`config.mk`:
```
export PLATFORM = sky130hd
export DESIGN_NAME = mvm_dpath
export DESIGN_NICKNAME = d
export VERILOG_FILES = /design/src/rtl/matrix_vector_multiply_unit_defines.svh /design/src/rtl/mvm_pkg.sv /design/src/rtl/mvm_ram.sv /design/src/rtl/mvm_dpath.sv
export SDC_FILE = /design/constraint.sdc
export NUM_CORES = 2
export LEC_CHECK = 0
export BUFFER_PORTS_ARGS = -buffer_cell sky130_fd_sc_hd__buf_4
export CAP_MARGIN = 20
export CORE_MARGIN = 2
export CORE_UTILIZATION = 25
export CTS_BUF_LIST = sky130_fd_sc_hd__clkbuf_16
export DETAILED_ROUTE_END_ITERATION = 10
export SYNTH_ARGS = -nofsm -noshare
export SYNTH_HDL_FRONTEND = slang
export SYNTH_HIERARCHICAL = 1
export SYNTH_MEMORY_MAX_BITS = 65536
export SYNTH_SLANG_ARGS = --single-unit
```
`constraint.sdc`:
```
create_clock -name clk_i -period 14.85 [get_ports clk_i]
set_input_delay 2.97 -clock clk_i [delete_from_list [all_inputs] [get_ports clk_i]]
set_output_delay 2.97 -clock clk_i [all_outputs]
set_load 0.01 [all_outputs]
```
`src/rtl/matrix_vector_multiply_unit_defines.svh`:
```
// Assertion macros for the matrix-vector multiply unit.
// Used by files that assert; each use expects clk_i and rst_ni in scope.
`ifndef MATRIX_VECTOR_MULTIPLY_UNIT_DEFINES_SVH
`define MATRIX_VECTOR_MULTIPLY_UNIT_DEFINES_SVH

// General property check, clocked on clk_i and quiet during reset.
`define MVM_ASSERT(label, prop, msg) \
  label: assert property (@(posedge clk_i) disable iff (!rst_ni) prop) else $error(msg);

// A condition in one cycle must be followed by another in the next cycle.
`define MVM_ASSERT_NEXT(label, cond, expect_nxt, msg) \
  label: assert property (@(posedge clk_i) disable iff (!rst_ni) (cond) |=> (expect_nxt)) \
    else $error(msg);

`endif

```
`src/rtl/mvm_pkg.sv`:
```
// Shared types and constants for the matrix-vector multiply unit.
// No dependencies; imported by every module of the block but mvm_ram.
package mvm_pkg;

  localparam int MAX_DIM_DEF = 16;  // default matrix dimension
  localparam int ROW_LIMIT   = 16;  // rows that a 4-bit row index can name
  localparam int SIZE_W      = 5;
  localparam int IDX_W       = 4;
  localparam int ELEM_W      = 16;
  localparam int SUM_W       = 32;
  localparam int MODE_W      = 2;

  typedef enum logic [MODE_W-1:0] {
    MODE_LD_MAT  = 2'd0,
    MODE_LD_VEC  = 2'd1,
    MODE_COMPUTE = 2'd2
  } mode_e;

  typedef enum logic [1:0] {
    ST_IDLE,
    ST_RUN,
    ST_DRAIN
  } ctrl_state_e;

  // Commands from the controller to the datapath.
  typedef struct packed {
    logic wr_mat;     // store elem_value into the matrix
    logic wr_vec;     // store elem_value into the vector
    logic issue;      // read one matrix/vector pair
    logic first_col;  // pair opens a row
    logic last_col;   // pair closes a row
    logic last_row;   // pair closes the final row
  } cmd_t;

  // Status from the datapath to the controller.
  typedef struct packed {
    logic adv;   // pipeline may move this cycle
    logic done;  // final row result enters the output register
  } status_t;

endpackage

```
`src/rtl/mvm_ram.sv`:
```
// Generic single-port-write, single-port-read RAM with registered read data.
// No dependencies.
module mvm_ram #(
  parameter int WIDTH = 16,
  parameter int DEPTH = 256
) (
  input  logic                     clk_i,
  input  logic                     we_i,
  input  logic [$clog2(DEPTH)-1:0] waddr_i,
  input  logic [WIDTH-1:0]         wdata_i,
  input  logic                     re_i,
  input  logic [$clog2(DEPTH)-1:0] raddr_i,
  output logic [WIDTH-1:0]         rdata_o
);

  logic [WIDTH-1:0] mem_q [DEPTH];
  logic [WIDTH-1:0] rdata_q;

  always_ff @(posedge clk_i) begin
    if (we_i) begin
      mem_q[waddr_i] <= wdata_i;
    end
    if (re_i) begin
      rdata_q <= mem_q[raddr_i];
    end
  end

  assign rdata_o = rdata_q;

endmodule

```
`src/rtl/mvm_dpath.sv`:
```
// Datapath: matrix and vector stores, multiplier, accumulator, output register.
// Depends on mvm_pkg and mvm_ram.
module mvm_dpath #(
  parameter int MAX_DIM = mvm_pkg::MAX_DIM_DEF,
  localparam int CAP = (MAX_DIM < mvm_pkg::ROW_LIMIT) ? MAX_DIM : mvm_pkg::ROW_LIMIT,
  localparam int RW  = $clog2(CAP)
) (
  input  logic                              clk_i,
  input  logic                              rst_ni,
  input  mvm_pkg::cmd_t                     cmd_i,
  input  logic [RW-1:0]                     rd_row_i,
  input  logic [RW-1:0]                     rd_col_i,
  input  logic [mvm_pkg::IDX_W-1:0]         row_sel_i,
  input  logic [mvm_pkg::IDX_W-1:0]         col_sel_i,
  input  logic signed [mvm_pkg::ELEM_W-1:0] elem_value_i,
  output mvm_pkg::status_t                  status_o,
  output logic                              out_valid_o,
  input  logic                              out_stall_i,
  output logic [mvm_pkg::IDX_W-1:0]         row_index_o,
  output logic signed [mvm_pkg::SUM_W-1:0]  product_sum_o,
  output logic                              last_o
);
  import mvm_pkg::*;

  localparam int IW   = $clog2(MAX_DIM);
  localparam int AW   = $clog2(MAX_DIM * MAX_DIM);
  localparam int LW   = AW + IDX_W;
  localparam int VLW  = IW + IDX_W;
  localparam int CMPW = ($clog2(MAX_DIM + 1) > IDX_W) ? $clog2(MAX_DIM + 1) : IDX_W;

  logic              adv;
  logic              mat_in_range, vec_in_range;
  logic [LW-1:0]     mat_waddr_full, mat_raddr_full;
  logic [VLW-1:0]    vec_waddr_full;
  logic [ELEM_W-1:0] mat_rdata, vec_rdata;

  // Pipeline tags: stage 1 is the RAM read, stage 2 the product register.
  logic              v1_q, f1_q, lc1_q, lr1_q;
  logic [RW-1:0]     r1_q;
  logic              v2_q, f2_q, lc2_q, lr2_q;
  logic [RW-1:0]     r2_q;
  logic signed [SUM_W-1:0] prod_d, prod_q;
  logic signed [SUM_W-1:0] acc_d, acc_q;
  logic              row_end;

  logic              out_valid_q;
  logic [IDX_W-1:0]  out_row_q;
  logic signed [SUM_W-1:0] out_sum_q;
  logic              out_last_q;

  // The whole pipeline holds while a finished result waits on a stalled output.
  assign adv = !(out_valid_q && out_stall_i);

  assign mat_in_range = (CMPW'(row_sel_i) < CMPW'(MAX_DIM)) &&
                        (CMPW'(col_sel_i) < CMPW'(MAX_DIM));
  assign vec_in_range = (CMPW'(col_sel_i) < CMPW'(MAX_DIM));

  assign mat_waddr_full = LW'(row_sel_i) * LW'(MAX_DIM) + LW'(col_sel_i);
  assign mat_raddr_full = LW'(rd_row_i) * LW'(MAX_DIM) + LW'(rd_col_i);
  assign vec_waddr_full = VLW'(col_sel_i);

  mvm_ram #(
    .WIDTH (ELEM_W),
    .DEPTH (MAX_DIM * MAX_DIM)
  ) u_mat_ram (
    .clk_i   (clk_i),
    .we_i    (cmd_i.wr_mat && mat_in_range),
    .waddr_i (mat_waddr_full[AW-1:0]),
    .wdata_i (elem_value_i),
    .re_i    (cmd_i.issue),
    .raddr_i (mat_raddr_full[AW-1:0]),
    .rdata_o (mat_rdata)
  );

  mvm_ram #(
    .WIDTH (ELEM_W),
    .DEPTH (MAX_DIM)
  ) u_vec_ram (
    .clk_i   (clk_i),
    .we_i    (cmd_i.wr_vec && vec_in_range),
    .waddr_i (vec_waddr_full[IW-1:0]),
    .wdata_i (elem_value_i),
    .re_i    (cmd_i.issue),
    .raddr_i (IW'(rd_col_i)),
    .rdata_o (vec_rdata)
  );

  assign prod_d  = SUM_W'($signed(mat_rdata)) * SUM_W'($signed(vec_rdata));
  assign acc_d   = f2_q ? prod_q : acc_q + prod_q;
  assign row_end = adv && v2_q && lc2_q;

  always_ff @(posedge clk_i or negedge rst_ni) begin
    if (!rst_ni) begin
      v1_q        <= 1'b0;
      v2_q        <= 1'b0;
      out_valid_q <= 1'b0;
    end else begin
      if (adv) begin
        v1_q <= cmd_i.issue;
        v2_q <= v1_q;
      end
      if (row_end) begin
        out_valid_q <= 1'b1;
      end else if (out_valid_q && !out_stall_i) begin
        out_valid_q <= 1'b0;
      end
    end
  end

  always_ff @(posedge clk_i) begin
    if (adv) begin
      f1_q   <= cmd_i.first_col;
      lc1_q  <= cmd_i.last_col;
      lr1_q  <= cmd_i.last_row;
      r1_q   <= rd_row_i;
      f2_q   <= f1_q;
      lc2_q  <= lc1_q;
      lr2_q  <= lr1_q;
      r2_q   <= r1_q;
      prod_q <= prod_d;
    end
    if (adv && v2_q) begin
      acc_q <= acc_d;
    end
    if (row_end) begin
      out_sum_q  <= acc_d;
      out_row_q  <= IDX_W'(r2_q);
      out_last_q <= lr2_q;
    end
  end

  assign status_o.adv  = adv;
  assign status_o.done = row_end && lr2_q;

  assign out_valid_o   = out_valid_q;
  assign row_index_o   = out_row_q;
  assign product_sum_o = out_sum_q;
  assign last_o        = out_last_q;

endmodule

```
==> impl_metrics.csv <==
group,metric,value,unit
setup_path,cp_max_fo,51,
global_routing,track_usage,12.61,%
finish,fin_area,212800,um^2
detailed_routing,wirelength,490700,um
setup_path,r2r_start,"u_mat_ram/rdata_o[15]",
cts,htreeDepth,5,
cts,cts_tree,"yes",
setup_path,worst_setup_path_end_kind,"output port",
synth,synthCells,9340,
detailed_routing,drt_iter0_drc,10900,
setup_path,required,11880,ps
setup_path,cp-start-kind,"input port",
setup_path,worstPathArrival,4840,ps
hold_path,whs_endpoint,"row_index_o[3]",
sta,slew_headroom,20.92,%
placement,place_area,198600,um^2
sta,finClkSkew,98.49,ps
cts,cts_buffers,448,
cts,ctsResizeCount,0,
floorplan,die_y,863.7,um
finish,drive_above_1_share,21.80,%
floorplan,coreArea,736200,um^2
power_and_ir_drop,vdd_ir_drop_max,0.3656,mV
power_and_ir_drop,power.leakage,68.11,nW
placement,routabilityCongestion,0.8299,
detailed_routing,drc,0,
synth,ys_ff_latch,4502,
placement,io_buffers,80,
global_routing,grt_antenna_before_repair,22,
sta,rsz0062_at_grt,"false",
hold_path,hp-class,"flip-flop to flip-flop",
sta,finalCritPeriodShare,52.57,%
sta,hold_viol_final,0,
synth,synth.top_cell.area_share,73.12,%
sta,period_minus_slack,7806,ps
cts,postCtsSetupRepairBufs,0,
synth,synth_cell_type_count,91,
cts,cts_sinks,4502,
floorplan,dieArea,746000,um^2
global_routing,grt_start_max_net_pins,175,
hold_path,hp-start,"r2_q[3]",
sta,max_freq,128.1,MHz
power_and_ir_drop,power_density,165.9,nW/um^2
floorplan,rows,315,
synth,ys_warn_count,6,
synth,syn_area,184800,um^2
setup_path,timing.rr.end,"prod_q[29]",
finish,fin_nets,10200,
setup_path,rrSetupSlack,8020,ps
cts,hold_buffers,0,
status,outcome,"finished clean",
finish,instances_no_fill,20000,
cts,root_buffer,"clkbuf_16",
synth,synth.most_common_cell,"edfxtp_1",
sta,finalSetupViolations,0,
cts,cts.path.max_buffers,4,
sta,finalSetupTns,0,ps
synth,netlist_top_cells_count,"4499 x edfxtp_1, 851 x mux4_2, 567 x mux2i_1",
placement,dpl.hpwl,291900,um
floorplan,initial_core_util,25.10,%
floorplan,io_pins,81,
sta,tightestPinTransition,1183,ps
synth,yosys.area.top_type,"edfxtp_1",
synth,async_reset_ff_share,0.06664,%
finish,syn_to_final_growth,15.19,%
placement,numPlacedInstances,19150,
global_routing,gr-total-overflow,0,
setup_path,critical_path_class,"input port to output port",
detailed_routing,final_antenna_net_count,0,
synth,ys.flop_type,"edfxtp_1",
synth,ys_seq_area_share,73.16,%
detailed_routing,wl_per_cell,24.54,um
detailed_routing,viasPerCell,4.700,
synth,avgSynthCellArea,19.78,um^2
hold_path,min_path_cells,0,
detailed_routing,num_vias,94000,
synth,synthTopCellsByArea,"edfxtp_1 73%, mux4_2 10%, mux2i_1 3.1%",
sta,maxSlewViolCount,0,
detailed_routing,drt-pass1-iter-count,6,
global_routing,grt_pass1_wl,696700,um
synth,synthesis.nets,9757,
setup_path,r2r_cells,17,
cts,clk_latency,1040,ps
flow_run,max_cap_viol_count,0,
floorplan,die_w,863.7,um
synth,synth-edff-count,4499,
global_routing,grt_pass1_vias,93210,
cts,path_clk_slew,60,ps
==> worst max-delay path by stage <==
stage	startpoint	endpoint	slack, ps	cells after the start
floorplan	out_stall_i	status_o[0]	6410	3
global placement	rd_col_i[0]	u_mat_ram/rdata_o[3]	6480	9
detailed placement	rd_col_i[0]	u_mat_ram/rdata_o[7]	6740	9
CTS	out_stall_i	status_o[0]	6950	6
global route	out_stall_i	status_o[0]	6820	6
finish	out_stall_i	status_o[0]	7040	6
==> placed cells by master (no fill, tap or decap), types with 32 or more instances in the layout <==
master     count
buf_4        465
ha_1         113
fa_1         263
o22ai_1      148
nand2_1      231
nor2_1       289
clkbuf_16    454
inv_1        390
a22oi_1       75
o21ai_0       94
mux2i_1      567
nand3_1       46
a21oi_1      215
edfxtp_1    4499
mux4_2       851
clkinv_1     118
a22o_1        32
o221ai_1     253
nor3_1       104
mux2_2        91
and2_1       128
nor2_2        67
clkinv_2      93
==> per-layer routing <==
layer	global-route usage, %	wire length [um]	vias to the layer above
li1	-	-	39040
met1	17.20	201500	50440
met2	20.66	234800	3799
met3	1.875	37280	710
met4	4.203	17080	6
met5	0	38	-
==> flip-flops by register name, indices dropped and copies added (netlist names) <==
signal / flops
lr2_q: 1
r1_q: 4
u_vec_ram/mem_q: 256
u_vec_ram/rdata_o: 16
lc1_q: 1
f1_q: 1
last_o: 1
v1_q: 1
r2_q: 4
product_sum_o: 32
v2_q: 1
u_mat_ram/mem_q: 4096
out_valid_o: 1
lc2_q: 1
row_index_o: 4
lr1_q: 1
f2_q: 1
acc_q: 32
u_mat_ram/rdata_o: 16
prod_q: 32
==> per-stage QoR <==
stage / power, mW / hold slack [ps] / utilization, % / worst slack (ps)
5_1_grt: 37.28 / 421.3 / 28.90 / 6816
4_1_cts: 35.63 / 419.9 / 28.88 / 6949
2_1_floorplan: 22.39 / 400.3 / - / 6410
6_report: 35.30 / 418.1 / 28.91 / 7044
3_3_place_gp: 24.69 / 401.3 / 26.96 / 6484
3_5_place_dp: 24.76 / 404.5 / 26.97 / 6744
==> critical path: stages <==
cell and delay [ps]:
buf_4 120, nand2_2 60, buf_4 510, and3_2 820, and2_1 230, buf_4 120
==> power breakdown <==
| part | internal (mW) | switching (mW) | total [mW] |
|---|---|---|---|
| Clock | 6.06 | 4.83 | 10.9 |
| Combinational | 4.03 | 5.62 | 9.65 |
| Sequential | 14.6 | 0.124 | 14.8 |
| Total | 24.7 | 10.6 | 35.3 |
==> logic make-up (layout without fill, tap and decap cells) <==
family / after synthesis / count (layout) / synth area share (%)
flops: 4502 / 4502 / 73.16
mux: 1519 / 1519 / 14.14
simple gates: 1037 / 1037 / 2.654
compound gates: 1024 / 1024 / 3.928
buf+inv: 833 / 1652 / 2.273
fa+ha+maj: 376 / 376 / 3.615
xor+xnor: 49 / 49 / 0.2323
other cells: 0 / 12 / 0
==> cell type report <==
cell class              instances  area [um^2]
repair buffers                518         4359
multi-input cells            4005        45750
fillers                     72090       523400
clock buffers                 454        11360
inverters                     307         1165
diodes                         12        30.03
clock inverters               373         2701
flip-flops and latches       4502       135200
well taps                    9827        12300
(Power assumes the default switching activity.)
