===== src/rtl/matrix_vector_multiply_unit_defines.svh =====
// Assertion macros for the matrix-vector multiply unit.
// Used by files that assert; each use expects clk_i and rst_ni in scope.
`ifndef MATRIX_VECTOR_MULTIPLY_UNIT_DEFINES_SVH
`define MATRIX_VECTOR_MULTIPLY_UNIT_DEFINES_SVH

// General property check, clocked on clk_i and quiet during reset.
`define MVM_ASSERT(label, prop, msg) \
  label: assert property (@(posedge clk_i) disable iff (!rst_ni) prop) else $error(msg);

// A condition in one cycle must be followed by another in the next cycle.
`define MVM_ASSERT_NEXT(label, cond, expect_nxt, msg) \
  label: assert property (@(posedge clk_i) disable iff (!rst_ni) (cond) |=> (expect_nxt)) \
    else $error(msg);

`endif


===== src/rtl/mvm_pkg.sv =====
// Shared types and constants for the matrix-vector multiply unit.
// No dependencies; imported by every module of the block but mvm_ram.
package mvm_pkg;

  localparam int MAX_DIM_DEF = 16;  // default matrix dimension
  localparam int ROW_LIMIT   = 16;  // rows that a 4-bit row index can name
  localparam int SIZE_W      = 5;
  localparam int IDX_W       = 4;
  localparam int ELEM_W      = 16;
  localparam int SUM_W       = 32;
  localparam int MODE_W      = 2;

  typedef enum logic [MODE_W-1:0] {
    MODE_LD_MAT  = 2'd0,
    MODE_LD_VEC  = 2'd1,
    MODE_COMPUTE = 2'd2
  } mode_e;

  typedef enum logic [1:0] {
    ST_IDLE,
    ST_RUN,
    ST_DRAIN
  } ctrl_state_e;

  // Commands from the controller to the datapath.
  typedef struct packed {
    logic wr_mat;     // store elem_value into the matrix
    logic wr_vec;     // store elem_value into the vector
    logic issue;      // read one matrix/vector pair
    logic first_col;  // pair opens a row
    logic last_col;   // pair closes a row
    logic last_row;   // pair closes the final row
  } cmd_t;

  // Status from the datapath to the controller.
  typedef struct packed {
    logic adv;   // pipeline may move this cycle
    logic done;  // final row result enters the output register
  } status_t;

endpackage


===== src/rtl/mvm_ctrl.sv =====
// Controller: input handshake, size register and the row/column sequencer.
// Depends on mvm_pkg.
module mvm_ctrl #(
  parameter int MAX_DIM = mvm_pkg::MAX_DIM_DEF,
  localparam int CAP = (MAX_DIM < mvm_pkg::ROW_LIMIT) ? MAX_DIM : mvm_pkg::ROW_LIMIT,
  localparam int RW  = $clog2(CAP)
) (
  input  logic                        clk_i,
  input  logic                        rst_ni,
  input  logic                        in_valid_i,
  output logic                        in_stall_o,
  input  logic [mvm_pkg::MODE_W-1:0]  mode_i,
  input  logic                        cfg_we_i,
  input  logic [mvm_pkg::SIZE_W-1:0]  cfg_wdata_i,
  input  mvm_pkg::status_t            status_i,
  output mvm_pkg::cmd_t               cmd_o,
  output logic [RW-1:0]               rd_row_o,
  output logic [RW-1:0]               rd_col_o
);
  import mvm_pkg::*;

  ctrl_state_e       state_q, state_d;
  logic [SIZE_W-1:0] size_q;
  logic [SIZE_W-1:0] n_eff;
  logic [RW-1:0]     i_q, i_d, j_q, j_d;
  logic              i_last, j_last;

  always_comb begin
    if (size_q == '0) begin
      n_eff = SIZE_W'(1);
    end else if (size_q > SIZE_W'(CAP)) begin
      n_eff = SIZE_W'(CAP);
    end else begin
      n_eff = size_q;
    end
  end

  assign i_last = (SIZE_W'(i_q) == n_eff - SIZE_W'(1));
  assign j_last = (SIZE_W'(j_q) == n_eff - SIZE_W'(1));

  always_ff @(posedge clk_i or negedge rst_ni) begin
    if (!rst_ni) begin
      state_q <= ST_IDLE;
      size_q  <= SIZE_W'(16);
      i_q     <= '0;
      j_q     <= '0;
    end else begin
      state_q <= state_d;
      i_q     <= i_d;
      j_q     <= j_d;
      if (cfg_we_i) begin
        size_q <= cfg_wdata_i;
      end
    end
  end

  always_comb begin
    state_d    = state_q;
    i_d        = i_q;
    j_d        = j_q;
    cmd_o      = '0;
    in_stall_o = (state_q != ST_IDLE);
    unique case (state_q)
      ST_IDLE: begin
        if (in_valid_i) begin
          unique case (mode_i)
            MODE_LD_MAT:  cmd_o.wr_mat = 1'b1;
            MODE_LD_VEC:  cmd_o.wr_vec = 1'b1;
            MODE_COMPUTE: begin
              state_d = ST_RUN;
              i_d     = '0;
              j_d     = '0;
            end
            default: ;
          endcase
        end
      end
      ST_RUN: begin
        // One matrix/vector pair per cycle, frozen while the output is blocked.
        if (status_i.adv) begin
          cmd_o.issue     = 1'b1;
          cmd_o.first_col = (j_q == '0);
          cmd_o.last_col  = j_last;
          cmd_o.last_row  = i_last && j_last;
          if (j_last) begin
            j_d = '0;
            if (i_last) begin
              state_d = ST_DRAIN;
            end else begin
              i_d = i_q + RW'(1);
            end
          end else begin
            j_d = j_q + RW'(1);
          end
        end
      end
      ST_DRAIN: begin
        if (status_i.done) begin
          state_d = ST_IDLE;
        end
      end
      default: state_d = ST_IDLE;
    endcase
  end

  assign rd_row_o = i_q;
  assign rd_col_o = j_q;

endmodule


===== config.mk =====
export PLATFORM = sky130hd
export DESIGN_NAME = mvm_ctrl
export DESIGN_NICKNAME = d
export VERILOG_FILES = /design/src/rtl/matrix_vector_multiply_unit_defines.svh /design/src/rtl/mvm_pkg.sv /design/src/rtl/mvm_ctrl.sv
export SDC_FILE = /design/constraint.sdc
export NUM_CORES = 1
export LEC_CHECK = 0
export BUFFER_PORTS_ARGS = -buffer_cell sky130_fd_sc_hd__buf_2
export CAP_MARGIN = 20
export CELL_PAD_IN_SITES_DETAIL_PLACEMENT = 1
export CELL_PAD_IN_SITES_GLOBAL_PLACEMENT = 2
export CORE_UTILIZATION = 30
export CTS_CLUSTER_SIZE = 10
export DETAILED_ROUTE_END_ITERATION = 10
export GPL_TIMING_DRIVEN = 0
export HOLD_SLACK_MARGIN = 0.05
export PLACE_DENSITY = 0.81
export SYNTH_ARGS = -nofsm -noshare
export SYNTH_HDL_FRONTEND = slang
export SYNTH_SLANG_ARGS = --single-unit

===== constraint.sdc =====
create_clock -name clk_i -period 3.7 [get_ports clk_i]
set_input_delay 0.74 -clock clk_i [delete_from_list [all_inputs] [get_ports clk_i]]
set_output_delay 0.74 -clock clk_i [all_outputs]
set_load 0.01 [all_outputs]

==> qor.txt, run 1 <==
Status -> completed
Path category of the worst min-delay check -> in -> async
Min Tclk post-route -> 3470 ps
Arr. time, crit path -> 2730 ps
Crit path buf inv count -> 1
Cell Area, Placed -> 1240 sq um
Slowest library cell on the worst path -> dfstp_2
Die Footprint -> 3720 sq um
Unrepaired setup endpoints after global routing -> false
CTS Buffer Depth -> 2
Via-to-Cell Ratio -> 4.86
# clock sinks -> 15
Lkg Pwr -> 0.559 nW
Die H -> 61.0 microns
Worst Path Max Fanout -> 9
Slew Viols, Final -> 0
Clock Skew -> 1.94 ps
Rows -> 21
Asr flop ratio synth -> 1.00
Hold Fails Final Rpt -> 0
CP peak stage delay -> 630 ps
Final ANT Viol Nets -> 0
Final WL -> 2590 microns
# IOs -> 28
Antenna diodes -> 0
Critical path class -> reg -> out
Grt ovf -> 0
FMAX -> 288 MHz
Initial antenna violation count -> 0
Area delta synth->final -> 21.3%
CP Capture Type -> output port
Power Density -> 649 nW/um^2
Final hold slack -> 354 ps
Port Buffers -> 27
Starting density of the core -> 0.313
Aggregate negative setup slack -> 0 ps
Slew @ Worst Pin -> 519 ps
Yosys Warn Count -> 0
Pre-CTS setup slack -> 192 ps
Detailed Routing Iterations Pass 1 -> 2
Via count -> 923
First-pass GRT wire length -> 4400 microns
FF+latch count, synth -> 15
Die width -> 61.0 microns
Cts hold-fix bufs -> 0
Crit-path leading delay family -> simple AND/OR/NAND/NOR gates
Detailed Place HPWL -> 2070 microns
Clock Latency Late Sink -> 280 ps
Peak supply drop -> 153 uV
Crit-path cells -> o21bai_2 > ha_2 > nand3b_1 > o21a_1 > o22a_1 > or4_1 > nor2_1 > and2_1 > buf_2
Count of different cell masters after synthesis -> 41
Core box area -> 3340 sq um
CP Launch Type -> flip-flop
Post-Syn Area -> 1040 sq um
Max Cap Viol -> 0
GRT Total Usage -> 0.160
Largest net degree at the start of global routing -> 16
Vias in the first global route -> 994
Final instance area -> 1270 sq um
Final setup viols -> 0
Root Buffer -> clkbuf_4
Nets -> 162
Post-synth EDFFs -> 0
Relative slew slack -> 0.652
Share of layout cells above drive strength 1 -> 0.313
Final core occ -> 0.380
Syn Inst Count -> 114
Seq/Total Area, Yosys -> 0.360
H-Tree Level Count -> 1
Drt wl/cell -> 13.6 microns
CP required -> 2960 ps
CTS tree -> yes
Tcrit/Tclk final -> 0.938
Post-route DRC -> 0
Synthesized area per cell -> 9.16 sq um
Top FF cell, synth -> dfrtp_1
RD Place Congestion -> 0.753
Syn nets -> 131
Clock Pin Slew Worst Setup and Hold Paths -> 90 ps
Inserted Clock Buffers -> 3
Setup ws final -> 230 ps
1st-iter DRT viols -> 25
synth_stat cells (2+ instances only):
| cell type | count | area [sq um] |
|---|---|---|
| nand2_1 | 13 | 48.8 |
| mux2_2 | 4 | 45.0 |
| nor2_1 | 4 | 15.0 |
| clkbuf_1 | 4 | 15.0 |
| o22ai_1 | 2 | 12.5 |
| ha_1 | 4 | 50.1 |
| a2111oi_0 | 2 | 17.5 |
| inv_1 | 9 | 33.8 |
| nand3_1 | 3 | 15.0 |
| xnor2_1 | 5 | 43.8 |
| a21oi_1 | 2 | 10.0 |
| o21ai_0 | 5 | 25.0 |
| xor2_1 | 4 | 35.0 |
| dfrtp_1 | 14 | 350 |
| nand2b_1 | 3 | 18.8 |
| nor4b_1 | 3 | 26.3 |
| nor2b_1 | 3 | 18.8 |
| nor3b_1 | 3 | 22.5 |
| nor3_1 | 3 | 15.0 |
| mux2i_1 | 2 | 20.0 |
| or3_1 | 2 | 12.5 |
cells by family after synthesis:
kind of cell    count (synthesis)  synth area share
flops                          15             0.360
compound gates                 22             0.159
simple gates                   44             0.234
fa+ha+maj                       4            0.0479
xor+xnor                        9            0.0754
buf+inv                        13            0.0467
mux                             7            0.0766
placed cells by master (no fill, tap or decap), drive strengths merged, types with 2 or more instances in the layout:
| cell type | n |
|---|---|
| o22ai | 2 |
| nand3 | 3 |
| o21ai | 6 |
| nand2b | 3 |
| mux2i | 2 |
| nand2 | 13 |
| xor2 | 4 |
| mux2 | 5 |
| clkbuf | 7 |
| buf | 27 |
| a2111oi | 2 |
| ha | 4 |
| a21oi | 3 |
| nor2 | 4 |
| inv | 9 |
| nor2b | 3 |
| xnor2 | 5 |
| nor4b | 3 |
| or3 | 2 |
| nor3b | 3 |
| dfrtp | 14 |
| nor3 | 4 |
what timing repair did:
item,4_1_cts,5_1_grt
pin swaps,0,0
hold endpoints to repair,0,0
endpoints found under the setup margin,2,2
buffers inserted,0,0
gates resized for setup,0,3
metrics by stage:
| stage | cells | power (W) |
|---|---|---|
| 4_1_cts | 190 | 0.000839 |
| 3_3_place_gp | 187 | 0.000714 |
| 3_5_place_dp | 187 | 0.000738 |
| 6_report | 190 | 0.000822 |
| 5_1_grt | 190 | 0.000917 |
| 2_1_floorplan | 114 | 0.000596 |
registers in the layout, indices dropped and copies added, names as in the netlist:
register / cells
size_q: 5
rd_col_o: 4
rd_row_o: 4
state_q: 2
path summary, 6_finish.rpt:
kind	slack [ps]	depth (start not counted)	to	from
worst max-delay path	230	9	cmd_o[0]	size_q[4]
min in group clk_i	570	1	size_q[0]	size_q[0]
max in group asynchronous	3050	1	size_q[4]	rst_ni
worst min register to register	570	1	size_q[0]	size_q[0]
worst min-delay path	350	1	size_q[0]	rst_ni
worst max register to register	970	8	rd_row_o[0]	size_q[4]
where the power goes:
part | leakage, nW | total (W) | internal, W | switching, W
sequential | 0.172 | 0.000290 | 0.000217 | 0.0000728
combinational | 0.372 | 0.000436 | 0.000196 | 0.000241
clock | 0.0150 | 0.0000959 | 0.0000418 | 0.0000541
layer usage:
metal / vias to the layer above / global-route usage / routed length [microns]
li1: 459 / - / -
met2: 20 / 0.301 / 1340
met4: 0 / 0.0422 / 13
met3: 2 / 0.0273 / 115
met5: - / 0 / 0
met1: 442 / 0.186 / 1120
final cells by class:
cell class,instances,area (sq um)
sequential,15,378
multi-input combinational,86,626
tap,46,57.6
inverter,9,33.8
clock buffer,4,26.3
buffer,3,11.3
timing repair buffer,27,135
fill,429,2070
No activity file was read; power rests on OpenSTA's default activity.
==> run 2, diff against run 1 <==
--- a/config.mk
+++ b/config.mk
@@ -7,14 +7,12 @@
 export LEC_CHECK = 0
 export BUFFER_PORTS_ARGS = -buffer_cell sky130_fd_sc_hd__buf_2
 export CAP_MARGIN = 20
-export CELL_PAD_IN_SITES_DETAIL_PLACEMENT = 1
-export CELL_PAD_IN_SITES_GLOBAL_PLACEMENT = 2
-export CORE_UTILIZATION = 30
+export CORE_UTILIZATION = 50
 export CTS_CLUSTER_SIZE = 10
 export DETAILED_ROUTE_END_ITERATION = 10
 export GPL_TIMING_DRIVEN = 0
 export HOLD_SLACK_MARGIN = 0.05
-export PLACE_DENSITY = 0.81
+export PLACE_DENSITY = 0.8
 export SYNTH_ARGS = -nofsm -noshare
 export SYNTH_HDL_FRONTEND = slang
 export SYNTH_SLANG_ARGS = --single-unit
==> run 2 against run 1 <==
Against the previous run: via count increased by 2.1%; worst hold slack lost 6.9 ps; global-route usage up 7.4 points; die area decreased by 39%; combinational power is essentially flat; critical path depth is the same; largest power group unchanged; setup slack improved by 54 ps; clock skew hardly changed; final cell count shrank 10%; clock power barely moved; wire length down 10%; non-clock buffer count is the same.
==> qor.txt, run 2 (synthesized netlist as in run 1, its figures left out) <==
Net Sw Frac -> 0.448 (was 0.447)
Final instance area -> 1240 sq um (was 1270 sq um)
Port Buffers -> 27 (unchanged)
Die width -> 47.7 microns (was 61.0 microns)
Peak supply drop -> 411 uV (was 153 uV)
Max Cap Viol -> 0 (unchanged)
CTS tree -> yes (unchanged)
Root Buffer -> clkbuf_4 (unchanged)
Core box area -> 1960 sq um (was 3340 sq um)
Sequential Power Share -> 0.353 (about the same)
Post-route DRC -> 0 (unchanged)
Setup bufs post-CTS -> 0 (unchanged)
Psw -> 0.000368 W (was 0.000367 W)
Top reg by flops -> size_q (unchanged)
Total power -> 0.000822 W (about the same)
Commonest non-fill, non-tap cell in the layout -> buf_2 (unchanged)
Clock Latency Late Sink -> 280 ps (about the same)
Crit-path cells -> o21bai_2 > ha_2 > nand3b_1 > o21a_1 > o22a_1 > or4_1 > nor2_1 > and2_1 > buf_2 (unchanged)
Slew Viols, Final -> 0 (unchanged)
CP Capture Type -> output port (unchanged)
Final ANT Viol Nets -> 0 (unchanged)
FMAX -> 293 MHz (was 288 MHz)
Clock Pin Slew Worst Setup and Hold Paths -> 90 ps (about the same)
Min Tclk post-route -> 3420 ps (was 3470 ps)
Max reg flops -> 5 (unchanged)
Die H -> 47.7 microns (was 61.0 microns)
CP Launch Type -> flip-flop (unchanged)
Via count -> 942 (was 923)
CP peak stage delay -> 620 ps (was 630 ps)
Detailed Place HPWL -> 1760 microns (was 2070 microns)
Hold Fails Final Rpt -> 0 (unchanged)
Unrepaired setup endpoints after global routing -> false (unchanged)
Worst Path Max Fanout -> 9 (unchanged)
Initial antenna violation count -> 0 (unchanged)
Antenna diodes -> 0 (unchanged)
Status -> completed (unchanged)
Rows -> 16 (was 21)
1st-iter DRT viols -> 15 (was 25)
CP required -> 2960 ps (about the same)
Cell Area, Placed -> 1210 sq um (was 1240 sq um)
Share of total power in the clock network -> 0.117 (about the same)
Share of layout cells above drive strength 1 -> 0.306 (was 0.313)
Slowest library cell on the worst path -> dfstp_2 (unchanged)
Inserted Clock Buffers -> 3 (unchanged)
Clock Skew -> 2.00 ps (was 1.94 ps)
First-pass GRT wire length -> 3630 microns (was 4400 microns)
Placed cells -> 168 (was 187)
H-Tree Level Count -> 1 (unchanged)
Aggregate negative setup slack -> 0 ps (unchanged)
Vias in the first global route -> 796 (was 994)
RD Place Congestion -> 0.790 (was 0.753)
Critical path class -> reg -> out (unchanged)
Power Density -> 662 nW/um^2 (was 649 nW/um^2)
Area delta synth->final -> 18.9% (was 21.3%)
Internal cell power -> 0.000454 W (was 0.000455 W)
GRT Total Usage -> 0.234 (was 0.160)
Detailed Routing Iterations Pass 1 -> 6 (was 2)
Lkg Pwr -> 0.560 nW (was 0.559 nW)
Drt wl/cell -> 13.6 microns (about the same)
Logic gate share of total power -> 0.530 (was 0.531)
# clock sinks -> 15 (unchanged)
Slew @ Worst Pin -> 515 ps (was 519 ps)
Final setup viols -> 0 (unchanged)
Most frequent cells in the layout -> 27 x buf_2, 14 x dfrtp_1, 13 x nand2_1 (was 27 x buf_2, 13 x nand2_1, 13 x dfrtp_1)
Nets -> 162 (unchanged)
Relative slew slack -> 0.655 (was 0.652)
# IOs -> 28 (unchanged)
Starting density of the core -> 0.533 (was 0.313)
Pre-CTS setup slack -> 279 ps (was 192 ps)
Via-to-Cell Ratio -> 5.51 (was 4.86)
Path category of the worst min-delay check -> in -> async (unchanged)
Tcrit/Tclk final -> 0.923 (was 0.938)
Final WL -> 2330 microns (was 2590 microns)
Grt ovf -> 0 (unchanged)
FILL cells -> 181 (was 429)
CTS Buffer Depth -> 2 (unchanged)
Arr. time, crit path -> 2680 ps (was 2730 ps)
Setup ws final -> 284 ps (was 230 ps)
Final non-filler cell total -> 171 (was 190)
Die Footprint -> 2280 sq um (was 3720 sq um)
Largest net degree at the start of global routing -> 16 (unchanged)
## run 2: power groups by stage
stage                     Sequential (W)  Combinational (W)  Clock [W]
final                           0.000290           0.000436  0.0000962
after global routing            0.000300           0.000502   0.000105
after CTS                       0.000288           0.000439  0.0000968
after detailed placement        0.000289           0.000438          0
after global placement          0.000286           0.000414          0
after floorplan                 0.000296           0.000301          0
## run 2: metal layers
metal	track usage	up-vias	wire, microns
met5	0	-	0
met4	0.0778	0	29
met3	0.0453	4	55
met2	0.397	15	1220
met1	0.297	459	1020
li1	-	464	-
## run 2: final timing paths
kind / startpoint / endpoint / cells after the start / slack [ps]
hold / removal: rst_ni / rd_col_o[1] / 1 / 350
max in group asynchronous: rst_ni / size_q[4] / 1 / 3050
setup / recovery: size_q[4] / cmd_o[0] / 9 / 280
hold reg to reg: size_q[1] / size_q[1] / 1 / 570
min in group clk_i: size_q[1] / size_q[1] / 1 / 570
setup reg to reg: size_q[4] / rd_row_o[0] / 8 / 960
## run 2: what timing repair did
item	in CTS	in global routing
endpoints found under the setup margin	1	1
resized for setup	1	1
hold buffers	0	0
## run 2: critical path: cells and delay by family, from the launching register on
kind | cells | cell delay (ps)
AOI/OAI and AO/OA | 3 | 490
adders and majority gates | 1 | 280
buffers and inverters | 1 | 120
DFF | 1 | 620
and+or+nand+nor | 4 | 870
## run 2: through the flow
step | util | hold WS (ps)
floorplan | - | 444
global placement | 0.619 | 518
detailed placement | 0.619 | 544
CTS | 0.631 | 360
global route | 0.633 | 366
finish | 0.633 | 347
## run 2: cell type report
class | instances | area (sq um) | share of cell area
Multi-Input combinational cell | 86 | 626 | 0.504
Sequential cell | 15 | 377 | 0.303
Timing Repair Buffer | 27 | 135 | 0.109
Inverter | 9 | 33.8 | 0.0272
Tap cell | 27 | 33.8 | 0.0272
Clock buffer | 4 | 26.3 | 0.0211
Buffer | 3 | 11.3 | 0.00906
==> run 3, diff against run 2 <==
--- a/config.mk
+++ b/config.mk
@@ -5,11 +5,11 @@
 export SDC_FILE = /design/constraint.sdc
 export NUM_CORES = 1
 export LEC_CHECK = 0
-export BUFFER_PORTS_ARGS = -buffer_cell sky130_fd_sc_hd__buf_2
 export CAP_MARGIN = 20
-export CORE_UTILIZATION = 50
+export CORE_UTILIZATION = 60
 export CTS_CLUSTER_SIZE = 10
 export DETAILED_ROUTE_END_ITERATION = 10
+export DONT_BUFFER_PORTS = 1
 export GPL_TIMING_DRIVEN = 0
 export HOLD_SLACK_MARGIN = 0.05
 export PLACE_DENSITY = 0.8
==> run 3 against run 2 <==
Against the previous run: the run now ends with design-rule violations left; critical path depth down 1; global-route usage down 2.0 points; clock skew up 0.83 ps; critical endpoint unchanged; via count down 16%; wire length down 21%; largest cell class unchanged.
==> qor.txt, run 3 (synthesized netlist as in run 1, its figures left out) <==
Status -> complete, but fails checks (was completed)
Violated checks -> design-rule violations
Most frequent cells in the layout -> 14 x dfrtp_1, 13 x nand2_1, 9 x inv_1 (was 27 x buf_2, 14 x dfrtp_1, 13 x nand2_1)
GRT Total Usage -> 0.214 (was 0.234)
Max Cap Viol -> 0 (unchanged)
Commonest non-fill, non-tap cell in the layout -> dfrtp_1 (was buf_2)
Nets -> 135 (was 162)
Worst Path Max Fanout -> 9 (unchanged)
Arr. time, crit path -> 2810 ps (was 2680 ps)
Area delta synth->final -> 4.43% (was 18.9%)
Share of layout cells above drive strength 1 -> 0.137 (was 0.306)
Path category of the worst min-delay check -> in -> async (unchanged)
Antenna diodes -> 0 (unchanged)
Top reg by flops -> size_q (unchanged)
Placed cells -> 130 (was 168)
Relative slew slack -> 0.610 (was 0.655)
Vias in the first global route -> 731 (was 796)
1st-iter DRT viols -> 16 (was 15)
Die Footprint -> 1910 sq um (was 2280 sq um)
H-Tree Level Count -> 1 (unchanged)
Largest net degree at the start of global routing -> 16 (unchanged)
FMAX -> 282 MHz (was 293 MHz)
Slew @ Worst Pin -> 576 ps (was 515 ps)
Die width -> 43.7 microns (was 47.7 microns)
Aggregate negative setup slack -> 0 ps (unchanged)
FILL cells -> 114 (was 181)
Peak supply drop -> 410 uV (was 411 uV)
Slowest library cell on the worst path -> dfstp_2 (unchanged)
Setup bufs post-CTS -> 0 (unchanged)
Pre-CTS setup slack -> 176 ps (was 279 ps)
Setup ws final -> 153 ps (was 284 ps)
CTS tree -> yes (unchanged)
RD Place Congestion -> 0.829 (was 0.790)
Initial antenna violation count -> 0 (unchanged)
Hold Fails Final Rpt -> 0 (unchanged)
Detailed Place HPWL -> 1430 microns (was 1760 microns)
Min Tclk post-route -> 3550 ps (was 3420 ps)
Max reg flops -> 5 (unchanged)
Detailed Routing Iterations Pass 1 -> 8 (was 6)
Core box area -> 1560 sq um (was 1960 sq um)
Root Buffer -> clkbuf_4 (unchanged)
Final non-filler cell total -> 133 (was 171)
Clock Pin Slew Worst Setup and Hold Paths -> 80 ps (was 90 ps)
First-pass GRT wire length -> 3000 microns (was 3630 microns)
Rows -> 14 (was 16)
Die H -> 43.7 microns (was 47.7 microns)
CP peak stage delay -> 620 ps (about the same)
Unrepaired setup endpoints after global routing -> false (unchanged)
Power Density -> 688 nW/um^2 (was 662 nW/um^2)
# clock sinks -> 15 (unchanged)
Drt wl/cell -> 13.9 microns (was 13.6 microns)
CP Launch Type -> flip-flop (unchanged)
Tcrit/Tclk final -> 0.959 (was 0.923)
Grt ovf -> 0 (unchanged)
Critical path class -> reg -> out (unchanged)
Lkg Pwr -> 0.449 nW (was 0.560 nW)
Crit-path leading delay family -> simple AND/OR/NAND/NOR gates (unchanged)
CP Capture Type -> output port (unchanged)
Starting density of the core -> 0.670 (was 0.533)
Inserted Clock Buffers -> 3 (unchanged)
Final ANT Viol Nets -> 0 (unchanged)
# IOs -> 28 (unchanged)
Via count -> 790 (was 942)
Crit-path cells -> o21bai_2 > ha_1 > nand3b_1 > o21a_1 > o22a_1 > or4_1 > nor2_1 > and2_1 (was o21bai_2 > ha_2 > nand3b_1 > o21a_1 > o22a_1 > or4_1 > nor2_1 > and2_1 > buf_2)
Via-to-Cell Ratio -> 5.94 (was 5.51)
Slew Viols, Final -> 0 (unchanged)
Cts hold-fix bufs -> 0 (unchanged)
Clock Latency Late Sink -> 280 ps (about the same)
Post-route DRC -> 3 (was 0)
Final WL -> 1850 microns (was 2330 microns)
CTS Buffer Depth -> 2 (unchanged)
Port Buffers -> 0 (was 27)
Final setup viols -> 0 (unchanged)
Clock Skew -> 2.84 ps (was 2.00 ps)
Crit path buf inv count -> 0 (was 1)
CP required -> 2960 ps (about the same)
run 3: cell count changes in the layout (fill, tap and decap cells not counted), sizes merged:
cell / before / now
buf: 27 / 0
run 3: final timing paths:
check                           from          end  slack, ps  cells past startpoint
max in group asynchronous     rst_ni    size_q[4]       3390                      0
setup / recovery           size_q[4]     cmd_o[0]        150                      8
setup reg to reg           size_q[4]  rd_row_o[0]        930                      8
min in group clk_i          cfg_we_i    size_q[2]        540                      1
hold reg to reg            size_q[1]    size_q[1]        550                      1
hold / removal                rst_ni  rd_col_o[3]        140                      0
run 3: timing repair:
| item | 4_1_cts | 5_1_grt |
|---|---|---|
| gates cloned | 0 | 0 |
| resized for setup | 0 | 1 |
| endpoints found under the setup margin | 1 | 1 |
run 3: layout make-up:
type,count,area (sq um),area share
Buffer,3,11.3,0.0103
Clock buffer,4,26.3,0.0241
Inverter,9,33.8,0.0310
Tap cell,16,20.0,0.0183
Multi-Input combinational cell,86,623,0.571
Sequential cell,15,377,0.345
run 3: stage by stage:
stage	hold WS (ps)	total power (W)	util	cell area, sq um
finish	139	0.000751	0.700	1090
global route	121	0.000820	0.700	1090
CTS	130	0.000758	0.697	1090
detailed placement	445	0.000662	0.683	1060
global placement	445	0.000650	0.683	1060
floorplan	444	0.000596	-	1040
run 3: per-layer routing:
layer,part of all wire,vias to the layer above,GRT usage
li1,-,409,-
met1,0.44,354,0.264
met2,0.46,25,0.343
met3,0.081,2,0.0667
met4,0.016,0,0.0938
met5,0,-,0
run 3: power breakdown:
part           internal, W  switching (W)  total (W)
Combinational     0.000158       0.000188   0.000346
Sequential        0.000217      0.0000953   0.000312
Clock            0.0000419      0.0000508  0.0000928
